## src/rtl/core/dcmf_pkg.sv

```systemverilog
// Shared constants, types and the minimum tree used by the dark channel filter.
package dcmf_pkg;

    localparam int MAX_WIDTH  = 2048;
    localparam int MAX_RADIUS = 7;
    localparam int CELLS      = 2 * MAX_RADIUS + 1;
    localparam int STORE_ROWS = CELLS;
    localparam int TREE_N     = 2 ** $clog2(CELLS);
    localparam int COL_W      = $clog2(MAX_WIDTH);
    localparam int SLOT_W     = $clog2(STORE_ROWS);
    localparam int HI_W       = $clog2(CELLS);
    localparam int PIX_W      = 8;
    localparam int OROW_W     = 12;
    localparam int IROW_W     = 13;
    localparam int WREG_W     = 12;
    localparam int HREG_W     = 13;
    localparam int RREG_W     = 3;
    localparam int CFG_W      = 13;
    localparam int CFG_IDX_W  = 2;
    localparam int COL_LIMIT  = 2048;
    localparam int ROW_LIMIT  = 4096;

    typedef enum logic [CFG_IDX_W-1:0] {
        REG_IMAGE_WIDTH   = 2'd0,
        REG_IMAGE_HEIGHT  = 2'd1,
        REG_WINDOW_RADIUS = 2'd2
    } cfg_reg_t;

    typedef logic [PIX_W-1:0] pix_t;

    // Frame geometry as used by the datapath, already clamped.
    typedef struct packed {
        logic [COL_W-1:0]  w_m1;
        logic [OROW_W-1:0] h_m1;
        logic [RREG_W-1:0] radius;
    } frame_cfg_t;

    // One column minimum and the output run that it opens.
    typedef struct packed {
        pix_t              colmin;
        logic              first_col;
        logic              emit;
        logic [COL_W-1:0]  start_col;
        logic [COL_W-1:0]  end_col;
        logic [HI_W-1:0]   hi;
        logic [OROW_W-1:0] orow;
        logic              fd;
    } col_item_t;

    // Balanced minimum tree over a power-of-two set of pixels.
    function automatic pix_t tree_min(input pix_t [TREE_N-1:0] v);
        pix_t [TREE_N-1:0] t;
        t = v;
        for (int s = TREE_N >> 1; s >= 1; s = s >> 1) begin
            for (int i = 0; i < s; i++) begin
                t[i] = (t[2*i] < t[2*i+1]) ? t[2*i] : t[2*i+1];
            end
        end
        return t[0];
    endfunction

endpackage

```

## src/rtl/core/dcmf_result_if.sv

```systemverilog
// Result output channel: valid, ready and one filtered pixel with its position.
interface dcmf_result_if;
    logic                valid;
    logic                ready;
    logic [7:0]          dark_value;
    logic [10:0]         out_column;
    logic [11:0]         out_row;
    logic                last_of_run;
    logic                frame_done;

    modport source (output valid, output dark_value, output out_column, output out_row,
                    output last_of_run, output frame_done, input ready);
    modport sink   (input valid, input dark_value, input out_column, input out_row,
                    input last_of_run, input frame_done, output ready);
endinterface

```

## src/rtl/core/dcmf_min_cell.sv

```systemverilog
// One cell of the column chain: holds one column minimum and passes it on.
module dcmf_min_cell (
    input  logic           clk,
    input  logic           rst_n,
    input  logic           shift,
    input  logic           clear,
    input  dcmf_pkg::pix_t din,
    input  logic           keep,
    output dcmf_pkg::pix_t q,
    output dcmf_pkg::pix_t qm
);

    dcmf_pkg::pix_t val_reg;

    // Shift in the neighbor's value; a new row starts with empty cells.
    always_ff @(posedge clk or negedge rst_n)
    begin
        if (!rst_n)
        begin
            val_reg <= '1;
        end
        else if (shift)
        begin
            val_reg <= clear ? '1 : din;
        end
    end

    assign q  = val_reg;
    assign qm = keep ? val_reg : '1;

endmodule

```

## src/rtl/core/dcmf_cell_chain.sv

```systemverilog
// Horizontal minimum over the chain of column cells and the result register.
module dcmf_cell_chain (
    input  logic                    clk,
    input  logic                    rst_n,
    input  logic                    item_valid,
    input  dcmf_pkg::col_item_t     item,
    output logic                    take,
    dcmf_result_if.source           res
);

    localparam int COL_W  = dcmf_pkg::COL_W;
    localparam int OROW_W = dcmf_pkg::OROW_W;
    localparam int HI_W   = dcmf_pkg::HI_W;
    localparam int CELLS  = dcmf_pkg::CELLS;
    localparam int TREE_N = dcmf_pkg::TREE_N;

    logic                job_active_reg;
    logic [COL_W-1:0]    job_col_reg, job_end_reg;
    logic [HI_W-1:0]     job_hi_reg;
    logic [OROW_W-1:0]   job_orow_reg;
    logic                job_fd_reg;

    logic                res_valid_reg, res_last_reg, res_fd_reg;
    dcmf_pkg::pix_t      res_dark_reg;
    logic [COL_W-1:0]    res_col_reg;
    logic [OROW_W-1:0]   res_row_reg;

    logic                out_free, emit, final_out, shift;
    dcmf_pkg::pix_t      q  [CELLS];
    dcmf_pkg::pix_t      qm [CELLS];
    dcmf_pkg::pix_t      dark;

    assign out_free  = !res_valid_reg || res.ready;
    assign emit      = job_active_reg && out_free;
    assign final_out = (job_col_reg == job_end_reg);
    assign take      = !job_active_reg || (emit && final_out);
    assign shift     = item_valid && take;

    // The chain of cells; cell k holds the column k places behind the newest.
    for (genvar k = 0; k < CELLS; k++)
    begin : g_cell
        dcmf_min_cell u_cell (
            .clk   (clk),
            .rst_n (rst_n),
            .shift (shift),
            .clear ((k != 0) && item.first_col),
            .din   ((k == 0) ? item.colmin : q[(k == 0) ? 0 : k - 1]),
            .keep  (HI_W'(k) <= job_hi_reg),
            .q     (q[k]),
            .qm    (qm[k])
        );
    end

    // Minimum over the cells inside the window.
    always_comb
    begin
        dcmf_pkg::pix_t [TREE_N-1:0] tv;
        tv = '1;
        for (int k = 0; k < CELLS; k++)
        begin
            tv[k] = qm[k];
        end
        dark = dcmf_pkg::tree_min(tv);
    end

    // Run control and result valid.
    always_ff @(posedge clk or negedge rst_n)
    begin
        if (!rst_n)
        begin
            job_active_reg <= 1'b0;
            res_valid_reg  <= 1'b0;
        end
        else
        begin
            if (shift)
            begin
                job_active_reg <= item.emit;
            end
            else if (emit && final_out)
            begin
                job_active_reg <= 1'b0;
            end
            if (out_free)
            begin
                res_valid_reg <= emit;
            end
        end
    end

    // Run position and result payload.
    always_ff @(posedge clk)
    begin
        if (shift && item.emit)
        begin
            job_col_reg  <= item.start_col;
            job_end_reg  <= item.end_col;
            job_hi_reg   <= item.hi;
            job_orow_reg <= item.orow;
            job_fd_reg   <= item.fd;
        end
        else if (emit)
        begin
            job_col_reg <= job_col_reg + 1'b1;
            job_hi_reg  <= job_hi_reg - 1'b1;
        end
        if (emit)
        begin
            res_dark_reg <= dark;
            res_col_reg  <= job_col_reg;
            res_row_reg  <= job_orow_reg;
            res_last_reg <= final_out;
            res_fd_reg   <= job_fd_reg && final_out;
        end
    end

    assign res.valid       = res_valid_reg;
    assign res.dark_value  = res_dark_reg;
    assign res.out_column  = res_col_reg;
    assign res.out_row     = res_row_reg;
    assign res.last_of_run = res_last_reg;
    assign res.frame_done  = res_fd_reg;

    // A run never walks past its last column.
    a_run_bound: assert property (@(posedge clk) disable iff (!rst_n)
        job_active_reg |-> (job_col_reg <= job_end_reg))
        else $error("output run passed its last column");

    // The last result of a run is marked as such.
    a_run_last: assert property (@(posedge clk) disable iff (!rst_n)
        (emit && final_out) |=> (res_valid_reg && res_last_reg))
        else $error("final result of a run not marked last");

    // The end of a frame always closes a run.
    a_frame_last: assert property (@(posedge clk) disable iff (!rst_n)
        (res_valid_reg && res_fd_reg) |-> res_last_reg)
        else $error("frame end flagged on a result that is not last of its run");

endmodule

```

## src/flat_wrapper.sv

```systemverilog
// flat-port wrapper written by rule: the top's interface ports become plain ports
module dcmf_cell_chain_flat 
  (clk, rst_n, item_valid, item, take, res_valid, res_dark_value, res_out_column, res_out_row, res_last_of_run, res_frame_done, res_ready);
  dcmf_result_if res_i ();
  input  logic clk;
  input  logic rst_n;
  input  logic item_valid;
  input  dcmf_pkg::col_item_t item;
  output logic take;
  output wire logic [$bits(res_i.valid)-1:0] res_valid;
  output wire logic [$bits(res_i.dark_value)-1:0] res_dark_value;
  output wire logic [$bits(res_i.out_column)-1:0] res_out_column;
  output wire logic [$bits(res_i.out_row)-1:0] res_out_row;
  output wire logic [$bits(res_i.last_of_run)-1:0] res_last_of_run;
  output wire logic [$bits(res_i.frame_done)-1:0] res_frame_done;
  input wire logic [$bits(res_i.ready)-1:0] res_ready;
  assign res_valid = res_i.valid;
  assign res_dark_value = res_i.dark_value;
  assign res_out_column = res_i.out_column;
  assign res_out_row = res_i.out_row;
  assign res_last_of_run = res_i.last_of_run;
  assign res_frame_done = res_i.frame_done;
  assign res_i.ready = res_ready;
  dcmf_cell_chain u_core (.clk(clk), .rst_n(rst_n), .item_valid(item_valid), .item(item), .take(take), .res(res_i));
endmodule
```

## config.mk

```make
export PLATFORM = sky130hd
export DESIGN_NAME = dcmf_cell_chain_flat
export DESIGN_NICKNAME = d
export VERILOG_FILES = /design/src/rtl/core/dcmf_pkg.sv /design/src/rtl/core/dcmf_result_if.sv /design/src/rtl/core/dcmf_min_cell.sv /design/src/rtl/core/dcmf_cell_chain.sv /design/src/flat_wrapper.sv
export SDC_FILE = /design/constraint.sdc
export NUM_CORES = 1
export LEC_CHECK = 0
export BUFFER_PORTS_ARGS = -buffer_cell sky130_fd_sc_hd__buf_4
export CELL_PAD_IN_SITES_DETAIL_PLACEMENT = 0
export CELL_PAD_IN_SITES_GLOBAL_PLACEMENT = 1
export CORE_MARGIN = 5
export CORE_UTILIZATION = 47
export DETAILED_ROUTE_END_ITERATION = 7
export MAX_ROUTING_LAYER = met4
export PLACE_DENSITY_LB_ADDON = 0.1
export SLEW_MARGIN = 20
export SYNTH_ARGS = -nofsm -noshare
export SYNTH_HDL_FRONTEND = slang
export SYNTH_SLANG_ARGS = --single-unit
```

## constraint.sdc

```tcl
create_clock -name clk -period 10.6 [get_ports clk]
set_clock_uncertainty 0.1 [all_clocks]
set_input_delay 2.12 -clock clk [delete_from_list [all_inputs] [get_ports clk]]
set_output_delay 2.12 -clock clk [all_outputs]
set_load 0.005 [all_outputs]
```

; Word level (Yosys, flattened, before mapping)
; Cells that the tools add are included.
[classes]
n_addsub = 2
n_lt_le_gt_ge = 30
eq_ne = 1
muxes = 50
reduce_logical = 11
[ops]
columns = operator, n
row1 = 2-to-1 mux 8 bit, 44
row2 = < comparator 8 bit, 14
row3 = "less-or-equal comparator 4 bit, first input constant", 7
row4 = 2-to-1 mux 11 bit, 2
row5 = "less-or-equal comparator 3 x 4 -> 1 bit, first input constant", 4
row6 = "adder 11 x 1 -> 11 bit, second input constant", 1
row7 = equality test 11 bit, 1
row8 = "less-or-equal comparator 1 x 4 -> 1 bit, first input constant", 2
row9 = "less-or-equal comparator 2 x 4 -> 1 bit, first input constant", 2
row10 = "< comparator 8 bit, second input constant", 1
row11 = 2-to-1 mux 4 bit, 2
row12 = logical AND 1 bit, 5
row13 = nonzero test 2 bit, 2
row14 = "subtractor 4 x 1 -> 4 bit, second input constant", 1
row15 = logical NOT 1 bit, 2
row16 = logical OR 1 bit, 2
row17 = 2-to-1 mux 1 bit, 2
[word_totals]
register_bits = 194
input_bits = 53
output_inout_bits = 35

; Depth between registers and ports, before layout
; Gate-level depths: netlist of the first run.
[logic_depth]
ltp_word = 10
ltp_mapped = 43
ltp_nobuf = 40

; Hierarchy
; A second synthesis of the first run with hierarchy kept.
[hier_totals]
cells_unflattened = 1453
hier_area_um2 = 13307.8
[modules_own_cells]
columns = mod, n_inst, cells_per_inst, area_per_inst_um2
row1 = dcmf_cell_chain, 1, 808, 7208.2
row2 = dcmf_min_cell, 15, 43, 406.6

; Worst setup path before layout of the first run
; Ideal clock, no wire load.
[synth_path]
path_type = reg-to-reg
from = reg u_core.job_hi_reg[0]
to = reg u_core.res_dark_reg[0], in the netlist u_core.res.dark_value[0], data pin
arrival_ps = 7580
required_time_ps = 10238
slack_ps = 2658
stages_incl_launch_ff = 42
path_buffers = 4
period_less_slack_ps = 7942
path_cell_list = edfxtp_1 > buf_2 > inv_1 > ha_1 > nor4b_1 > clkbuf_1 > nor2_1 > ha_1 > a21o_1 > a21o_1 > nand2b_1 > a21oi_1 > clkbuf_1 > nor3_1 > a21oi_1 > ha_1 > a21o_1 > a21o_1 > (+6 left out) > ha_1 > a21oi_1 > nor2b_1 > o21ai_0 > nand2_1 > a31o_2 > o31a_1 > buf_4 > mux2_4 > inv_1 > ha_1 > a21oi_1 > nor2b_1 > o21ai_0 > o21ai_0 > nor2_1 > nand3_4 > mux2_1
[synth_between]
elab_chain_len = 10
elab_cells_between_ends = 60
classes_between = order compare (30) / mux (30)
[synth_lines]
columns = element, line
row1 = start: declaration, dcmf_cell_chain.sv:19  ; logic [HI_W-1:0] job_hi_reg;
row2 = start signal: assignment, dcmf_cell_chain.sv:98  ; job_hi_reg <= item.hi;
row3 = start signal: assignment, dcmf_cell_chain.sv:105  ; job_hi_reg <= job_hi_reg - 1'b1;
row4 = "less-or-equal comparator 1 x 4 -> 1 bit, or another cell as far along", dcmf_cell_chain.sv:48  ; .keep (HI_W'(k) <= job_hi_reg),
row5 = 2-to-1 mux 8 bit, dcmf_min_cell.sv:29  ; assign qm = keep ? val_reg : '1;
row6 = < comparator 8 bit, dcmf_pkg.sv:56  ; t[i] = (t[2*i] < t[2*i+1]) ? t[2*i] : t[2*i+1];
row7 = 2-to-1 mux 8 bit, dcmf_pkg.sv:56
row8 = < comparator 8 bit, dcmf_pkg.sv:56
row9 = 2-to-1 mux 8 bit, dcmf_pkg.sv:56
row10 = < comparator 8 bit, dcmf_pkg.sv:56
row11 = 2-to-1 mux 8 bit, dcmf_pkg.sv:56
row12 = < comparator 8 bit, dcmf_pkg.sv:56
row13 = 2-to-1 mux 8 bit *, dcmf_pkg.sv:56
row14 = named net u_core.dark[0], dcmf_cell_chain.sv:31  ; dcmf_pkg::pix_t dark;
row15 = end signal: assignment, dcmf_cell_chain.sv:109  ; res_dark_reg <= dark;
row16 = end: declaration, dcmf_cell_chain.sv:24  ; dcmf_pkg::pix_t res_dark_reg;
; Mark *: on every way through the listed nets, which the timed path passes. The rest lies on a longest branch.
; A chain may end at the register's enable or synchronous reset.

; Final worst setup path of the first run
; Ends and elaborated chain as after synthesis.

==> results of run 1 <==
[worst max-delay path: cells and delay by family (launching register included)]
| family | cells | cell delay (ns) |
|---|---|---|
| flops | 1 | 0.67 |
| buf+inv | 3 | 0.29 |
| fa+ha+maj | 5 | 1.48 |
| compound gates | 16 | 3.23 |
| simple gates | 9 | 2.12 |
| mux | 3 | 1.05 |
[through the flow]
stage | setup WS [ns] | hold slack, ns | cells | utilization (%)
after floorplan | 2.66 | 0.300 | 1368 | -
after global placement | 1.26 | 0.301 | 1736 | 50.8
final | 1.42 | 0.325 | 1768 | 53.3
after global routing | 0.747 | 0.338 | 1768 | 53.3
after CTS | 1.06 | 0.325 | 1768 | 53.3
after detailed placement | 1.14 | 0.305 | 1736 | 50.8
[cell families (layout without fill, tap and decap cells)]
family,Yosys count,after routing
AOI/OAI and AO/OA,314,314
xor gates and xnor gates,21,21
adders and majority gates,92,92
buffers and inverters,134,199
DFF,194,194
muxes,64,64
and+or+nand+nor,549,549
[final cells by class]
type	instances	area, µm²	area share (%)
clock inverter	15	230	1.68
timing repair buffer	94	706	5.13
multi-input combinational	1040	6320	46.0
sequential	194	5370	39.0
tap	335	419	3.05
clock buffer	17	425	3.10
inverter	73	274	1.99
[metal layers]
layer  up-vias  track usage, %  part of all wire (%)
met5         -               -                     0
met4         0            5.61                   1.7
met3        36            3.70                   3.4
met2       152            34.8                    47
met1      4449            29.4                    48
li1       4866               -                     -
[layout by cell type, fill, tap and decap left out, drive strengths merged, types with 5 or more instances in the layout]
master    n
nor3     20
nor2b     9
or2      17
a211oi    9
nand3    21
nand2b   19
dfstp   120
nand2   169
o211ai    6
and2      8
a21oi    84
mux2     32
xnor2    17
o21ai   144
ha       91
a21o     12
clkbuf   17
nor2    249
nand4    12
edfxtp   72
mux2i    32
or3       6
inv      85
a31oi     5
buf      94
o21a     13
[final timing paths]
kind | startpoint | to | slack, ns | depth (start not counted)
min in group asynchronous | rst_n | u_core.job_active_reg$_DFFE_PN0P_ | 1.68 | 1
max | u_core.job_hi_reg[0]$_DFFE_PP_ | u_core.res.dark_value[0]$_DFFE_PP_ | 1.42 | 36
max in group asynchronous | rst_n | u_core.g_cell[7].u_cell.q[2]$_DFFE_PN1P_ | 7.51 | 2
min reg2reg | u_core.job_orow_reg[4]$_DFFE_PP_ | u_core.res.out_row[4]$_DFFE_PP_ | 0.33 | 0
max reg2reg | u_core.job_hi_reg[0]$_DFFE_PP_ | u_core.res.dark_value[0]$_DFFE_PP_ | 1.42 | 36
min | u_core.job_orow_reg[4]$_DFFE_PP_ | u_core.res.out_row[4]$_DFFE_PP_ | 0.33 | 0
==> metrics.md, run 1 <==
| Metric | Value |
|---|---|
| Die area | `29300 µm²` |
| Dpl cell area | `13100 µm²` |
| Worst-margin pin slew | `1.10 ns` |
| Synth Instances | `1368` |
| Post-Syn Nets | `1512` |
| Hold-fix buffers at CTS | `0` |
| Fill cell count | `2438` |
| Initial antenna violation count | `0` |
| Grt total ovfl | `0` |
| Post-route setup TNS | `0 ns` |
| Xor/xnor share of the synthesized area | `1.51%` |
| Hold WC Path Type | `register to register` |
| CP Capture Type | `register` |
| Initial Utilization | `47.3%` |
| Clock Latency Late Sink | `0.45 ns` |
| Final Hold Fails | `0` |
| Adder-cell share of the synthesized area | `9.42%` |
| Port Buf Inserts | `87` |
| Drt wl/cell | `17.1 µm` |
| Mean post-synth cell area | `8.91 µm²` |
| Yosys warns | `0` |
| Fmax achieved | `0.109 GHz` |
| Synth-to-Final Area Change | `12.7%` |
| Max incr delay on CP | `0.67 ns` |
| Setup CP Type | `register to register` |
| Final Wtd Congestion | `0.912` |
| DR DRC count | `0` |
| Top cell type's share of synthesized area | `25.9%` |
| Vias in the first global route | `9685` |
| Worst Path Arrival | `9.28 ns` |
| CP max-delay cell | `edfxtp_1` |
| Hpwl dp | `21700 µm` |
| Most instantiated library cell after synthesis | `nor2_1` |
| Slew HR | `26.1%` |
| Post-synthesis mux area share | `5.80%` |
| Design area | `13700 µm²` |
| Critical path fanouts, max | `13` |
| Chip width | `171 µm` |
| Total GRT Usage | `21.9%` |
| Row cnt | `59` |
| Largest net degree at the start of global routing | `111` |
| Post-DRT Antenna Nets | `0` |
| First-pass GRT wire length | `50000 µm` |
| Largest family of logic cells by synthesized area | `simple AND/OR/NAND/NOR gates` |
| Final wirelength | `30300 µm` |
| Status | `finished clean` |
| Clock slew at the register clock pins of the worst setup and hold paths | `0.09 ns` |
| Crit start category | `register` |
| Clock sinks | `194` |
| RSZ-0062 raised after global routing | `false` |
| Antenna cells | `0` |
| Slew Viols, Final | `0` |
| CTS resizes | `0` |
| 1st-iter DRT viols | `634` |
| Number of max-cap violations | `0` |
| Die Ht | `171 µm` |
| Vias | `9503` |
| Seq cells post-synth | `194` |
| Minimum clock period | `9.18 ns` |
| CP Data Required Time | `10.70 ns` |
| Post-Syn Area | `12200 µm²` |
| Root Buffer Master | `clkbuf_16` |
| Post-Synth Simple-Gate Area | `19.7%` |
| Num CTS Buffers | `17` |
| List of most frequent post-synthesis cells | `nor2_1, nand2_1, o21ai_0` |
| Final setup fails | `0` |
| Tcrit/Tclk final | `86.6%` |
| Fraction of layout cells with a size suffix above 1 | `21.7%` |
| Clock Tree Buf Depth | `2` |
| Max reg flops | `120` |
| Yosys top cell by area | `dfstp_2` |
| Setup bufs post-CTS | `0` |
| Fin nets | `1564` |
| Synth Flop Type | `dfstp_2` |
| Core Area | `25800 µm²` |
| CTS tree | `yes` |
| Post-synthesis async set-or-reset flop share | `62.9%` |
| IO Pins | `88` |
| Synth cell types | `76` |
| Synth Area in Compound Gates | `15.3%` |
| TritonRoute pass-1 iters | `5` |
| Synth area leaders | `dfstp_2, edfxtp_1, ha_1` |
| Number of synthesized flops with an enable pin | `72` |
| CP most frequent cell | `ha_1` |
| Seq/Total Area, Yosys | `44.0%` |
| H-tree depth | `4` |
| Vias per std cell | `5.38` |
Power of run 1 is left out: the tool's default activity adds up to more than one toggle a clock period on the data nets, which glitch-free logic cannot reach.
==> inputs of run 2 (changes only) <==
Settings changed: CORE_UTILIZATION 47 to 35.
==> run 2 against run 1 <==
  * Flip-flop and latch count is the same
  * Non-clock buffer count grew 4
  * Register-to-register slack gained 0.29 ns
  * First-iteration DRC count shrank 30%
  * Fmax grew 3.3%
  * Hold slack lost 0.0052 ns
  * Final area grew 0.36%
  * Critical endpoint unchanged
==> metrics.md, run 2 (synthesis results as in run 1) <==
| Metric | Value |
|---|---|
| Grt met2 use | `28.1%` |
| Fraction of layout cells with a size suffix above 1 | `21.7%` |
| Die Ht | `197 µm` |
| Crit start category | `register` |
| CTS tree | `yes` |
| Hold WC Path Type | `register to register` |
| Grt total ovfl | `0` |
| Hold EP | `u_core.res.out_row[2]$_DFFE_PP_` |
| CP Capture Type | `register` |
| Grt peak-use layer | `met2` |
| CP Data Required Time | `10.70 ns` |
| Post-DRT Antenna Nets | `0` |
| Drt wl/cell | `17.3 µm` |
| Max incr delay on CP | `0.66 ns` |
| Max reg flops | `120` |
| Root Buffer Master | `clkbuf_16` |
| Hold-fix buffers at CTS | `0` |
| Hold path start | `u_core.job_orow_reg[2]$_DFFE_PP_` |
| Initial antenna violation count | `0` |
| Chip width | `197 µm` |
| Slew HR | `33.0%` |
| Worst Hold Depth | `0` |
| Synth-to-Final Area Change | `13.1%` |
| Final wirelength | `32700 µm` |
| Vias | `9568` |
| Core Area | `34500 µm²` |
| CTS resizes | `0` |
| Worst r2r path cells | `38` |
| Status | `finished clean` |
| Design area | `13800 µm²` |
| Initial Utilization | `35.4%` |
| Fmax achieved | `0.113 GHz` |
| IO Pins | `88` |
| H-tree depth | `4` |
| Largest net degree at the start of global routing | `108` |
| Vias in the first global route | `9643` |
| Setup bufs post-CTS | `0` |
| Util after Layout | `40.0%` |
| 1st-iter DRT viols | `441` |
| Final Hold Fails | `0` |
| R2R Setup Slk | `1.71 ns` |
| GR Layer Usage met3 | `2.67%` |
| Total GRT Usage | `17.7%` |
| Commonest non-fill, non-tap cell in the layout | `nor2_1` |
| Tcrit/Tclk final | `83.8%` |
| CP max-delay cell | `a21oi_1` |
| Antenna cells | `0` |
| Slew Viols, Final | `0` |
| DR DRC count | `0` |
| Clock Latency Late Sink | `0.45 ns` |
| Worst Path Arrival | `8.98 ns` |
| Die area | `38700 µm²` |
| Row cnt | `68` |
| Setup CP Type | `register to register` |
| Port Buf Inserts | `87` |
| Reg2reg start | `u_core.job_hi_reg[1]$_DFFE_PP_` |
| Final Wtd Congestion | `0.835` |
| Critical path fanouts, max | `11` |
| Most frequent cells in the layout | `nor2_1, nand2_1, o21ai_0, dfstp_2, buf_4` |
| Clock Tree Buf Depth | `2` |
| Num CTS Buffers | `17` |
| Worst-margin pin slew | `1.01 ns` |
| Dpl cell area | `13300 µm²` |
| Post-route setup TNS | `0 ns` |
| Final setup fails | `0` |
| Vias per std cell | `5.06` |
| Hpwl dp | `24000 µm` |
| TritonRoute pass-1 iters | `7` |
| Clock slew at the register clock pins of the worst setup and hold paths | `0.08 ns` |
| Met1 GRT Util | `23.6%` |
| Clock sinks | `194` |
| Fin nets | `1568` |
| First-pass GRT wire length | `53200 µm` |
| Number of max-cap violations | `0` |
| Minimum clock period | `8.89 ns` |
| RSZ-0062 raised after global routing | `false` |
| Worst r2r dst | `u_core.res.dark_value[0]$_DFFE_PP_` |
-- run 2: worst max-delay path by stage --
stage,startpoint,endpoint,cells past startpoint
floorplan,u_core.job_hi_reg[0]$_DFFE_PP_,u_core.res.dark_value[0]$_DFFE_PP_,41
global route,u_core.job_hi_reg[1]$_DFFE_PP_,u_core.res.dark_value[0]$_DFFE_PP_,40
global placement,u_core.job_hi_reg[0]$_DFFE_PP_,u_core.res.dark_value[0]$_DFFE_PP_,32
finish,u_core.job_hi_reg[1]$_DFFE_PP_,u_core.res.dark_value[0]$_DFFE_PP_,38
detailed placement,u_core.job_hi_reg[0]$_DFFE_PP_,u_core.res.dark_value[0]$_DFFE_PP_,32
CTS,u_core.job_hi_reg[1]$_DFFE_PP_,u_core.res.dark_value[0]$_DFFE_PP_,39
-- run 2: per-stage QoR --
| stage | hold slack, ns | setup slack (ns) | std cells |
|---|---|---|---|
| floorplan | 0.300 | 2.66 | 1368 |
| detailed placement | 0.305 | 1.71 | 1860 |
| global route | 0.327 | 1.03 | 1891 |
| global placement | 0.300 | 1.69 | 1860 |
| CTS | 0.321 | 1.67 | 1891 |
| finish | 0.320 | 1.71 | 1891 |
-- run 2: layout make-up --
type | instances | area [µm²]
Fill cell | 3532 | 20700
Multi-Input combinational cell | 1040 | 6320
Sequential cell | 194 | 5370
Timing Repair Buffer | 98 | 739
Tap cell | 455 | 569
Clock buffer | 17 | 425
Inverter | 73 | 274
Clock inverter | 14 | 103
-- run 2: layer usage --
metal  routed length, µm  vias to the layer above  part of all wire (%)
met4                 647                        0                   2.0
met2               15500                      122                    48
met3                 699                       30                   2.1
li1                    -                     4854                     -
met1               15800                     4562                    48
met5                   0                        -                     0
-- run 2: worst max-delay path: cells and delay by family (launching register included) --
kind,cells,cell delay [ns]
DFF,1,0.53
and+or+nand+nor,10,1.81
AOI/OAI and AO/OA,16,3.46
muxes,3,1.04
adders and majority gates,5,1.38
buffers and inverters,4,0.32
Power of run 2 is left out for the same reason.
